===== src/rtl/hkr_pkg.sv =====
// Shared types and constants for the keyboard report table.
package hkr_pkg;

    localparam int CODE_W      = 8;
    localparam int SHOWN_SLOTS = 6;

    localparam logic [CODE_W-1:0] MOD_FIRST = 8'hE0;
    localparam logic [CODE_W-1:0] MOD_BIT   = 8'h01;

    typedef enum logic [1:0] {
        ACT_PRESS       = 2'd0,
        ACT_RELEASE     = 2'd1,
        ACT_RELEASE_ALL = 2'd2
    } action_t;

    typedef struct packed {
        action_t           action;
        logic [CODE_W-1:0] keycode;
    } event_t;

    typedef struct packed {
        logic              sent;
        logic [CODE_W-1:0] mods;
    } upd_t;

endpackage


===== src/rtl/hkr_if.sv =====
// Request and report channel interfaces for the keyboard report table.
interface hkr_event_if;
    logic       valid;
    logic       ready;
    logic [1:0] action;
    logic [7:0] keycode;

    modport source (output valid, output action, output keycode, input ready);
    modport sink   (input valid, input action, input keycode, output ready);
endinterface

interface hkr_report_if;
    logic       valid;
    logic       ready;
    logic       sent;
    logic [7:0] modifier_mask;
    logic [7:0] slot_0;
    logic [7:0] slot_1;
    logic [7:0] slot_2;
    logic [7:0] slot_3;
    logic [7:0] slot_4;
    logic [7:0] slot_5;

    modport source (
        output valid, output sent, output modifier_mask,
        output slot_0, output slot_1, output slot_2,
        output slot_3, output slot_4, output slot_5,
        input  ready
    );
    modport sink (
        input  valid, input sent, input modifier_mask,
        input  slot_0, input slot_1, input slot_2,
        input  slot_3, input slot_4, input slot_5,
        output ready
    );
endinterface


===== src/rtl/hkr_event_reg.sv =====
// Input register stage that captures one key request.
module hkr_event_reg (
    input  logic            clk,
    input  logic            rst_n,
    hkr_event_if.sink       key_event,
    input  logic            free,
    output logic            item_valid,
    output hkr_pkg::event_t item
);
    import hkr_pkg::*;

    logic   valid_reg;
    logic   valid_next;
    event_t item_reg;
    event_t item_next;
    logic   accept;

    assign key_event.ready = !valid_reg || free;
    assign accept          = key_event.valid && key_event.ready;

    always_comb
    begin
        valid_next = valid_reg;
        item_next  = item_reg;
        if (accept)
        begin
            valid_next        = 1'b1;
            item_next.action  = action_t'(key_event.action);
            item_next.keycode = key_event.keycode;
        end
        else if (free)
        begin
            valid_next = 1'b0;
        end
    end

    always_ff @(posedge clk or negedge rst_n)
    begin
        if (!rst_n)
        begin
            valid_reg <= 1'b0;
        end
        else
        begin
            valid_reg <= valid_next;
        end
    end

    always_ff @(posedge clk)
    begin
        item_reg <= item_next;
    end

    assign item_valid = valid_reg;
    assign item       = item_reg;

endmodule


===== src/rtl/hkr_update.sv =====
// Next-report logic: modifier update, slot insert, slot clear and compaction.
module hkr_update #(
    parameter int KEY_SLOTS = 6
) (
    input  hkr_pkg::event_t                      item,
    input  logic [KEY_SLOTS-1:0][7:0]            keys,
    input  logic [7:0]                           mods,
    output logic [KEY_SLOTS-1:0][7:0]            keys_next,
    output hkr_pkg::upd_t                        upd
);
    import hkr_pkg::*;

    localparam int RANK_W = (KEY_SLOTS > 1) ? $clog2(KEY_SLOTS) : 1;

    logic                             is_mod;
    logic [CODE_W-1:0]                mod_bit;
    logic [KEY_SLOTS-1:0][CODE_W-1:0] ins_keys;
    logic                             ins_ok;
    logic [KEY_SLOTS-1:0][CODE_W-1:0] clr_keys;
    logic [KEY_SLOTS-1:0]             nz;
    logic [KEY_SLOTS-1:0][RANK_W-1:0] rank;
    logic [KEY_SLOTS-1:0][CODE_W-1:0] rel_keys;

    assign is_mod  = (item.keycode[7:3] == MOD_FIRST[7:3]);
    assign mod_bit = MOD_BIT << item.keycode[2:0];

    // first slot that matches or is empty; write only when empty
    always_comb
    begin
        ins_keys = keys;
        ins_ok   = 1'b0;
        for (int i = 0; i < KEY_SLOTS; i++)
        begin
            if (!ins_ok && (keys[i] == item.keycode || keys[i] == '0))
            begin
                ins_ok = 1'b1;
                if (keys[i] != item.keycode)
                begin
                    ins_keys[i] = item.keycode;
                end
            end
        end
    end

    always_comb
    begin
        for (int i = 0; i < KEY_SLOTS; i++)
        begin
            clr_keys[i] = (keys[i] == item.keycode) ? '0 : keys[i];
            nz[i]       = (clr_keys[i] != '0);
        end
        rank[0] = '0;
        for (int i = 1; i < KEY_SLOTS; i++)
        begin
            rank[i] = rank[i-1] + RANK_W'(nz[i-1]);
        end
    end

    // move each nonzero code to the slot given by its rank
    always_comb
    begin
        rel_keys = '0;
        for (int j = 0; j < KEY_SLOTS; j++)
        begin
            for (int i = 0; i < KEY_SLOTS; i++)
            begin
                if (nz[i] && rank[i] == RANK_W'(j))
                begin
                    rel_keys[j] = clr_keys[i];
                end
            end
        end
    end

    always_comb
    begin
        keys_next = keys;
        upd.mods  = mods;
        upd.sent  = 1'b0;
        unique case (item.action)
            ACT_PRESS:
            begin
                if (is_mod)
                begin
                    upd.mods = mods | mod_bit;
                    upd.sent = 1'b1;
                end
                else
                begin
                    keys_next = ins_keys;
                    upd.sent  = ins_ok;
                end
            end
            ACT_RELEASE:
            begin
                upd.sent = 1'b1;
                if (is_mod)
                begin
                    upd.mods = mods & ~mod_bit;
                end
                else
                begin
                    keys_next = rel_keys;
                end
            end
            ACT_RELEASE_ALL:
            begin
                keys_next = '0;
                upd.mods  = '0;
                upd.sent  = 1'b1;
            end
            default:
            begin
                upd.sent = 1'b0;
            end
        endcase
    end

endmodule


===== src/rtl/hkr_report_reg.sv =====
// Report register: held modifiers and key slots, result valid and sent flag.
module hkr_report_reg #(
    parameter int KEY_SLOTS = 6
) (
    input  logic                       clk,
    input  logic                       rst_n,
    input  logic                       item_valid,
    input  hkr_pkg::event_t            item,
    input  hkr_pkg::upd_t              upd,
    input  logic [KEY_SLOTS-1:0][7:0]  keys_next,
    output logic                       free,
    output logic [KEY_SLOTS-1:0][7:0]  keys,
    output logic [7:0]                 mods,
    hkr_report_if.source               report
);
    import hkr_pkg::*;

    localparam int SHOW_N = (KEY_SLOTS < SHOWN_SLOTS) ? KEY_SLOTS : SHOWN_SLOTS;

    logic                             valid_reg;
    logic                             valid_next;
    logic                             sent_reg;
    logic [CODE_W-1:0]                mods_reg;
    logic [KEY_SLOTS-1:0][CODE_W-1:0] keys_reg;
    logic                             take;
    logic [SHOWN_SLOTS-1:0][CODE_W-1:0] shown;

    assign free = !valid_reg || report.ready;
    assign take = item_valid && free;

    always_comb
    begin
        valid_next = valid_reg;
        if (take)
        begin
            valid_next = 1'b1;
        end
        else if (report.ready)
        begin
            valid_next = 1'b0;
        end
    end

    always_ff @(posedge clk or negedge rst_n)
    begin
        if (!rst_n)
        begin
            valid_reg <= 1'b0;
            sent_reg  <= 1'b0;
            mods_reg  <= '0;
            keys_reg  <= '0;
        end
        else
        begin
            valid_reg <= valid_next;
            if (take)
            begin
                sent_reg <= upd.sent;
                mods_reg <= upd.mods;
                keys_reg <= keys_next;
            end
        end
    end

    always_comb
    begin
        shown = '0;
        for (int j = 0; j < SHOW_N; j++)
        begin
            shown[j] = keys_reg[j];
        end
    end

    assign keys                 = keys_reg;
    assign mods                 = mods_reg;
    assign report.valid         = valid_reg;
    assign report.sent          = sent_reg;
    assign report.modifier_mask = mods_reg;
    assign report.slot_0        = shown[0];
    assign report.slot_1        = shown[1];
    assign report.slot_2        = shown[2];
    assign report.slot_3        = shown[3];
    assign report.slot_4        = shown[4];
    assign report.slot_5        = shown[5];

`ifndef NO_ASSERTIONS
    a_release_all_clears: assert property (@(posedge clk) disable iff (!rst_n)
        take && item.action == ACT_RELEASE_ALL |=> mods_reg == '0 && keys_reg == '0 && sent_reg)
        else $error("release all did not clear the report");

    a_mod_press_sets: assert property (@(posedge clk) disable iff (!rst_n)
        take && item.action == ACT_PRESS && item.keycode[7:3] == MOD_FIRST[7:3]
        |=> sent_reg && mods_reg[$past(item.keycode[2:0])])
        else $error("modifier press did not set its bit");

    a_fail_holds: assert property (@(posedge clk) disable iff (!rst_n)
        take && !upd.sent |=> $stable(keys_reg) && $stable(mods_reg))
        else $error("failed request changed the report");

    a_result_waits: assert property (@(posedge clk) disable iff (!rst_n)
        take |=> valid_reg)
        else $error("taken request left no result");
`endif

endmodule


===== src/rtl/hid_keyboard_report_table.sv =====
// Top level of the USB boot keyboard report table (modifier mask and key slots).
// Each key request (press, release, release all) passes an input register
// and updates the report register, so one request is taken every clock while
// the report channel keeps up; a stalled report channel backs up into ready.
// Its result appears on the report channel and holds until taken, while the
// next request may already wait in the input register. The combinational slot
// match, insert and compaction network feeding the report register sets the rate.
module hid_keyboard_report_table #(
    parameter int KEY_SLOTS = 6
) (
    input  logic          clk,
    input  logic          rst_n,
    hkr_event_if.sink     key_event,
    hkr_report_if.source  report
);
    import hkr_pkg::*;

    logic                             item_valid;
    event_t                           item;
    logic                             free;
    upd_t                             upd;
    logic [KEY_SLOTS-1:0][CODE_W-1:0] keys;
    logic [KEY_SLOTS-1:0][CODE_W-1:0] keys_next;
    logic [CODE_W-1:0]                mods;

    hkr_event_reg u_event_reg (
        .clk        (clk),
        .rst_n      (rst_n),
        .key_event  (key_event),
        .free       (free),
        .item_valid (item_valid),
        .item       (item)
    );

    hkr_update #(
        .KEY_SLOTS (KEY_SLOTS)
    ) u_update (
        .item      (item),
        .keys      (keys),
        .mods      (mods),
        .keys_next (keys_next),
        .upd       (upd)
    );

    hkr_report_reg #(
        .KEY_SLOTS (KEY_SLOTS)
    ) u_report_reg (
        .clk        (clk),
        .rst_n      (rst_n),
        .item_valid (item_valid),
        .item       (item),
        .upd        (upd),
        .keys_next  (keys_next),
        .free       (free),
        .keys       (keys),
        .mods       (mods),
        .report     (report)
    );

endmodule

===== src/flat_wrapper.sv =====
// flat-port wrapper written by rule: the top's interface ports become plain ports
module hid_keyboard_report_table_flat import hkr_pkg::*;
#(
    parameter int KEY_SLOTS = 6
)
  (clk, rst_n, key_event_valid, key_event_action, key_event_keycode, key_event_ready, report_valid, report_sent, report_modifier_mask, report_slot_0, report_slot_1, report_slot_2, report_slot_3, report_slot_4, report_slot_5, report_ready);
  hkr_event_if key_event_i ();
  hkr_report_if report_i ();
  input  logic clk;
  input  logic rst_n;
  input wire logic [$bits(key_event_i.valid)-1:0] key_event_valid;
  input wire logic [$bits(key_event_i.action)-1:0] key_event_action;
  input wire logic [$bits(key_event_i.keycode)-1:0] key_event_keycode;
  output wire logic [$bits(key_event_i.ready)-1:0] key_event_ready;
  output wire logic [$bits(report_i.valid)-1:0] report_valid;
  output wire logic [$bits(report_i.sent)-1:0] report_sent;
  output wire logic [$bits(report_i.modifier_mask)-1:0] report_modifier_mask;
  output wire logic [$bits(report_i.slot_0)-1:0] report_slot_0;
  output wire logic [$bits(report_i.slot_1)-1:0] report_slot_1;
  output wire logic [$bits(report_i.slot_2)-1:0] report_slot_2;
  output wire logic [$bits(report_i.slot_3)-1:0] report_slot_3;
  output wire logic [$bits(report_i.slot_4)-1:0] report_slot_4;
  output wire logic [$bits(report_i.slot_5)-1:0] report_slot_5;
  input wire logic [$bits(report_i.ready)-1:0] report_ready;
  assign key_event_i.valid = key_event_valid;
  assign key_event_i.action = key_event_action;
  assign key_event_i.keycode = key_event_keycode;
  assign key_event_ready = key_event_i.ready;
  assign report_valid = report_i.valid;
  assign report_sent = report_i.sent;
  assign report_modifier_mask = report_i.modifier_mask;
  assign report_slot_0 = report_i.slot_0;
  assign report_slot_1 = report_i.slot_1;
  assign report_slot_2 = report_i.slot_2;
  assign report_slot_3 = report_i.slot_3;
  assign report_slot_4 = report_i.slot_4;
  assign report_slot_5 = report_i.slot_5;
  assign report_i.ready = report_ready;
  hid_keyboard_report_table #(.KEY_SLOTS(KEY_SLOTS)) u_core (.clk(clk), .rst_n(rst_n), .key_event(key_event_i), .report(report_i));
endmodule

===== config.mk =====
export PLATFORM = sky130hd
export DESIGN_NAME = hid_keyboard_report_table_flat
export DESIGN_NICKNAME = d
export VERILOG_FILES = /design/src/rtl/hkr_pkg.sv /design/src/rtl/hkr_if.sv /design/src/rtl/hkr_event_reg.sv /design/src/rtl/hkr_update.sv /design/src/rtl/hkr_report_reg.sv /design/src/rtl/hid_keyboard_report_table.sv /design/src/flat_wrapper.sv
export SDC_FILE = /design/constraint.sdc
export NUM_CORES = 1
export LEC_CHECK = 0
export BUFFER_PORTS_ARGS = -buffer_cell sky130_fd_sc_hd__buf_2
export CORE_UTILIZATION = 35
export CTS_CLUSTER_SIZE = 24
export DETAILED_ROUTE_END_ITERATION = 7
export HOLD_SLACK_MARGIN = 0.1
export PLACE_DENSITY = 0.64
export SLEW_MARGIN = 20
export SYNTH_ARGS = -nofsm -noshare
export SYNTH_HDL_FRONTEND = slang
export SYNTH_SLANG_ARGS = --single-unit

===== constraint.sdc =====
create_clock -name clk -period 5.2 [get_ports clk]
set_input_delay 0.26 -clock clk [delete_from_list [all_inputs] [get_ports clk]]
set_output_delay 0.26 -clock clk [all_outputs]
set_load 0.01 [all_outputs]

==> flow_summary.yaml, run 1 <==
floorplan:
  ios: 73
  core_area_um2: 16100
  fp.dieW_um: 131
  die_h_um: 131
  initial_core_util_pct: 36.2
  dieArea_um2: 17100
  rows: 46
synthesis:
  synthArstFlopShare_pct: 85.5
  synth_seq_cells: 69
  yosysMostFrequentCell: "nor2_1"
  syn-num-nets: 686
  synth-edff-count: 10
  synth_cell_types: 80
  synth_top_area_share_pct: 25.4
  ys_seq_area_share_pct: 30.6
  ys.flop_type: "dfrtp_1"
  ys_warn_count: 0
  syn_area_um2: 5820
  synthSimpleGateAreaFrac_pct: 18.4
  synth_compound_area_share_pct: 32.0
  avgSynthCellArea_um2: 8.77
  yosysTopAreaCell: "dfrtp_1"
  synthTopCellsByCount: "nor2_1 (61), dfrtp_1 (59), nand2_1 (42)"
  synth_xor_area_share_pct: 7.94
  synthTopCellsByArea: "dfrtp_1 (25%), edfxtp_1 (5.2%), xor2_1 (4.8%), nor2_1 (3.9%), a21oi_1 (3.3%)"
  synthCells: 663
  post_synth_mux_area_share_pct: 1.89
  synth_top_family_by_area: "compound AO/OA/AOI/OAI gates"
  synth_fa_ha_area_share_pct: 2.07
power_and_ir_drop:
  p_int_mw: 2.38
  peakVddDrop_v: 0.000365
  p_comb_share_pct: 65.9
  p_leak_nw: 2.86
  power_switching_mw: 2.90
  power.share.clock_pct: 12.3
  switching_share_pct: 54.9
  p_total_mw: 5.28
  power.density_nw_per_um2: 780
  seq_power_share_pct: 21.7
worst_setup_path:
  critPathArrivalTime_ns: 5.22
  r2r_end: "u_core.u_report_reg.report.slot_0[0]"
  required_ns: 5.45
  critical_path.startpoint_type: "flop"
  crit_start: "u_core.u_event_reg.item[5]"
  crit_type: "reg -> reg"
  r2r-start: "u_core.u_event_reg.item[5]"
  crit_fanout: 12
  reg2regPathDepth: 14
  r2r_slack_ns: 0.23
  cp-end-kind: "flop"
global_route:
  grt_first_pass_wirelength_um: 34500
  grt-ovfl-total: 0
  grt_pass1_vias: 5565
  antenna_found_initial: 0
  grt_usage_pct: 27.8
  grt_max_degree: 60
cells_and_area:
  syn_to_final_growth_pct: 16.5
  multi_input_area_um2: 3630
  drive_gt1_share_pct: 23.6
  diodes: 0
  final_cells: 950
  num-nets-final: 752
  nFillCells: 1599
  seqCellArea_um2: 1780
  finalInstanceArea_um2: 6780
  largest_reg_flops: 10
drt:
  via_count: 5861
  wl_per_cell_um: 24.0
  vias_per_cell: 6.17
  routed_wl_um: 22800
  antenna_left: 0
  drtIter0Drc: 718
  dr.pass1.iters: 5
  remaining_drc_errors: 0
timing:
  rsz0062_at_grt: "false"
  relSlewSlack_pct: 24.2
  min_period_ns: 4.97
  worst_pin_slew_ns: 1.13
  hold_violations: 0
  skew_ns: 0.0156
  finalSetupViolCount: 0
  finalSetupTns_ns: 0
  max_freq_mhz: 201
  fin_crit_sh_pct: 95.5
  drv_slew: 0
clocking:
  htreeDepth: 3
  cts_tree: "yes"
  cts_sinks: 69
  insertion_delay_ns: 0.36
  cts_buffers: 9
  clk_path_buf_depth: 2
  clk_pin_slew_ns: 0.07
  root_buffer: "clkbuf_16"
placed_design:
  io_buffers: 72
  gp_congestion: 1.03
  post_dp_cell_area_um2: 6350
  hpwl_um: 15900
  dpl.cell_count: 923
flow_run:
  drv_cap: 0
run_status:
  outcome: "completed"
hold_path:
  hold_class: "in -> async"
## placed cells by master, fill, tap and decap left out, types with 10 or more instances in the layout
cell       count
nor2b_1       11
mux2i_1       11
o31ai_1       11
a2111oi_0     13
o221ai_1      11
o22ai_1       17
xor2_1        32
inv_1         26
a21oi_1       38
nor2_1        60
o21ai_1       13
o21a_1        13
dfrtp_1       59
a31o_2        10
edfxtp_1      10
buf_2         72
xnor2_1       17
nand2_1       42
o21ai_0       30
buf_4         32
a221oi_1      21
## worst max-delay path: stages (launching register included)
cell	delay, ns
edfxtp_1	0.59
xor2_1	0.27
nor4_4	0.35
a21boi_4	0.16
xnor2_2	0.28
inv_1	0.11
ha_1	0.37
ha_1	0.24
fa_1	0.52
ha_1	0.23
xor2_1	0.19
or4b_2	0.85
nand2_1	0.23
a2111oi_0	0.12
a221oi_1	0.36
## cells by family (layout without fill, tap and decap cells)
logic type,count (synthesis),count (layout)
fa+ha+maj,9,9
flops,69,69
compound gates,250,250
mux,11,11
buf+inv,84,155
simple gates,189,189
xor+xnor,51,51
## repair_timing
action | CTS | global route
resized for setup | 0 | 3
endpoints found under the hold margin | 9 | 0
hold buffers | 9 | 0
endpoints found under the setup margin | 0 | 17
setup buffers | 0 | 2
## per-stage QoR
stage               setup WS, ns  hold slack, ns  utilization, %
global placement           0.283           0.437            39.6
global route              0.0152           0.104            42.2
finish                     0.232          0.0761            42.2
detailed placement         0.259           0.438            39.6
CTS                        0.206           0.102            42.0
floorplan                  0.764         -0.0356               -
## metal layers
| layer | up-vias | GRT usage [%] | routed length (um) | share of wire, % |
|---|---|---|---|---|
| met2 | 382 | 40.5 | 9620 | 42 |
| met3 | 64 | 8.84 | 2480 | 11 |
| met5 | - | 1.47 | 0 | 0 |
| met1 | 2796 | 37.6 | 9850 | 43 |
| li1 | 2619 | - | - | - |
| met4 | 0 | 11.5 | 870 | 3.8 |
## power groups by stage
stage	sequential, mW	clock [mW]	combinational (mW)
global route	1.15	0.681	3.76
finish	1.15	0.652	3.48
floorplan	0.956	0	2.44
global placement	1.14	0	3.35
CTS	1.13	0.660	3.35
detailed placement	1.14	0	3.32
## worst max path at each step
| stage | to | cells after the start |
|---|---|---|
| final | u_core.u_report_reg.report.slot_0[0] | 14 |
| after global routing | u_core.u_report_reg.report.slot_3[1] | 16 |
| after CTS | u_core.u_report_reg.report.slot_3[2] | 15 |
| after detailed placement | u_core.u_report_reg.report.slot_3[3] | 15 |
| after global placement | u_core.u_report_reg.report.slot_2[2] | 16 |
| after floorplan | u_core.u_report_reg.report.slot_2[5] | 17 |
## layout make-up
class / count / share of cell area, %
Multi-Input combinational cell: 510 / 53.6
Sequential cell: 69 / 26.2
Timing Repair Buffer: 113 / 10.2
Tap cell: 216 / 3.99
Clock buffer: 9 / 3.32
Inverter: 26 / 1.44
Clock inverter: 7 / 1.20
(Power assumes the default switching activity.)
==> run 2: changes to the inputs <==
==> constraint.sdc (replaced) <==
create_clock -name clk -period 5.9 [get_ports clk]
set_input_delay 0.295 -clock clk [delete_from_list [all_inputs] [get_ports clk]]
set_output_delay 0.295 -clock clk [all_outputs]
set_load 0.01 [all_outputs]
==> run 2 against run 1 <==
  * Total power decreased by 14%
  * Die area unchanged
  * Design area decreased by 3.3%
  * Final cell count decreased by 2.7%
  * First-iteration DRC count increased by 8.8%
  * Fmax decreased by 6.2%
  * Core utilization decreased by 1.4 points
  * Global-route usage increased by 0.18 points
  * Combinational power decreased by 17%
  * Via count decreased by 2.0%
  * Critical path type unchanged
==> flow_summary.yaml, run 2 (synthesis results as in run 1) <==
run_status:
  outcome: "completed"
drt:
  via_count: 5745
  vias_per_cell: 6.22
  remaining_drc_errors: 0
  drtIter0Drc: 781
  routed_wl_um: 22900
  antenna_left: 0
  wl_per_cell_um: 24.7
  dr.pass1.iters: 5
power_and_ir_drop:
  p_leak_nw: 2.74
  peakVddDrop_v: 0.000253
  power.density_nw_per_um2: 695
clocking:
  root_buffer: "clkbuf_16"
  insertion_delay_ns: 0.35
  cts_buffers: 9
  hold_buffers: 0
  cts_sinks: 69
  cts_tree: "yes"
  clk_pin_slew_ns: 0.06
  clk_path_buf_depth: 2
  postCtsSetupBuffers: 0
  htreeDepth: 3
  ctsResizeCount: 0
global_route:
  grt_use_met3_pct: 8.02
  top_usage_layer: "met2"
  use_met1_pct: 38.3
  grt_pass1_vias: 5477
  grt_max_degree: 60
  grt_usage_pct: 27.9
  grt-ovfl-total: 0
  antenna_found_initial: 0
  met2_usage_pct: 40.3
  grt_first_pass_wirelength_um: 34500
worst_setup_path:
  critPathArrivalTime_ns: 5.51
  critical_path.startpoint_type: "flop"
  r2r_end: "u_core.u_report_reg.report.slot_1[1]"
  crit_type: "reg -> reg"
  cp-end-kind: "flop"
  reg2regPathDepth: 14
  r2r-start: "u_core.u_event_reg.item[1]"
  r2r_slack_ns: 0.60
  crit_fanout: 17
  required_ns: 6.11
placed_design:
  gp_congestion: 1.02
  hpwl_um: 15700
  io_buffers: 72
cells_and_area:
  drive_gt1_share_pct: 21.3
  final_util_pct: 40.8
  layout_commonest_cell: "buf_2"
  final_cell_mix: "buf_2 (72), nor2_1 (61), dfrtp_1 (59)"
  syn_to_final_growth_pct: 12.7
  largest_reg_flops: 10
  diodes: 0
  num-nets-final: 726
timing:
  fin_crit_sh_pct: 89.8
  max_freq_mhz: 189
  rsz0062_at_grt: "false"
  worst_pin_slew_ns: 1.16
  finalSetupTns_ns: 0
  relSlewSlack_pct: 22.2
  skew_ns: 0.00554
  min_period_ns: 5.30
  finalSetupViolCount: 0
  hold_violations: 0
  drv_slew: 0
flow_run:
  drv_cap: 0
hold_path:
  hold_start: "key_event_action[0]"
  holdPathEnd: "u_core.u_event_reg.item[8]"
  whs_path_depth: 1
  hold_class: "in -> reg"
floorplan:
  rows: 46
  fp.dieW_um: 131
  dieArea_um2: 17100
  ios: 73
  initial_core_util_pct: 36.2
  die_h_um: 131
  core_area_um2: 16100
run 2: cell types whose count changed in the layout (fill, tap and decap cells not counted), moves of 2 or more:
cell	delta
clkinv_4	-2
clkbuf_1	+2
buf_4	-17
dlygate4sd3_1	-9
run 2: per-stage QoR:
step | hold slack (ns) | setup slack (ns) | area [um2] | total power [mW] | std cells
floorplan | -0.000591 | 1.46 | 5820 | 3.00 | 663
global placement | 0.466 | 0.801 | 6240 | 3.88 | 908
detailed placement | 0.466 | 0.787 | 6240 | 3.86 | 908
CTS | 0.109 | 0.664 | 6550 | 4.47 | 924
global route | 0.109 | 0.211 | 6550 | 4.85 | 924
finish | 0.117 | 0.603 | 6550 | 4.55 | 924
run 2: report_power, final:
part	internal (mW)	switching, mW	total, mW
clock network	0.368	0.216	0.584
logic	1.06	1.83	2.89
registers	0.633	0.442	1.07
total	2.06	2.49	4.55
run 2: worst max-delay path: stages, from the launching register on:
cell and delay [ns]:
edfxtp_1 0.79, xor2_1 0.18, nor4_2 0.36, a21oi_2 0.14, xnor2_2 0.27, inv_1 0.08
ha_1 0.37, ha_1 0.24, fa_1 0.71, ha_1 0.21, xor2_1 0.29, or4b_1 0.53
a21bo_2 0.35, a2111oi_0 0.46, o31ai_1 0.14
run 2: layout make-up:
class	count	area (um2)
tap	216	270
clock buffer	11	233
fill	1607	9510
sequential	69	1780
multi-input combinational	510	3620
timing repair buffer	87	473
inverter	26	97.6
clock inverter	5	76.3
run 2: how the worst max path moves through the flow:
stage	start	to	slack, ns
2_1_floorplan	u_core.u_report_reg.report.slot_0[4]	u_core.u_report_reg.report.slot_2[5]	1.46
3_3_place_gp	u_core.u_event_reg.item[1]	u_core.u_report_reg.report.slot_1[3]	0.80
3_5_place_dp	u_core.u_event_reg.item[1]	u_core.u_report_reg.report.slot_1[5]	0.79
4_1_cts	u_core.u_event_reg.item[1]	u_core.u_report_reg.report.slot_1[1]	0.66
5_1_grt	u_core.u_event_reg.item[1]	u_core.u_report_reg.report.slot_1[1]	0.21
6_report	u_core.u_event_reg.item[1]	u_core.u_report_reg.report.slot_1[1]	0.60
run 2: metal layers:
metal	vias to the layer above	part of all wire, %
met3	67	10
met1	2774	43
met4	0	4.0
met2	329	42
met5	-	0
li1	2575	-
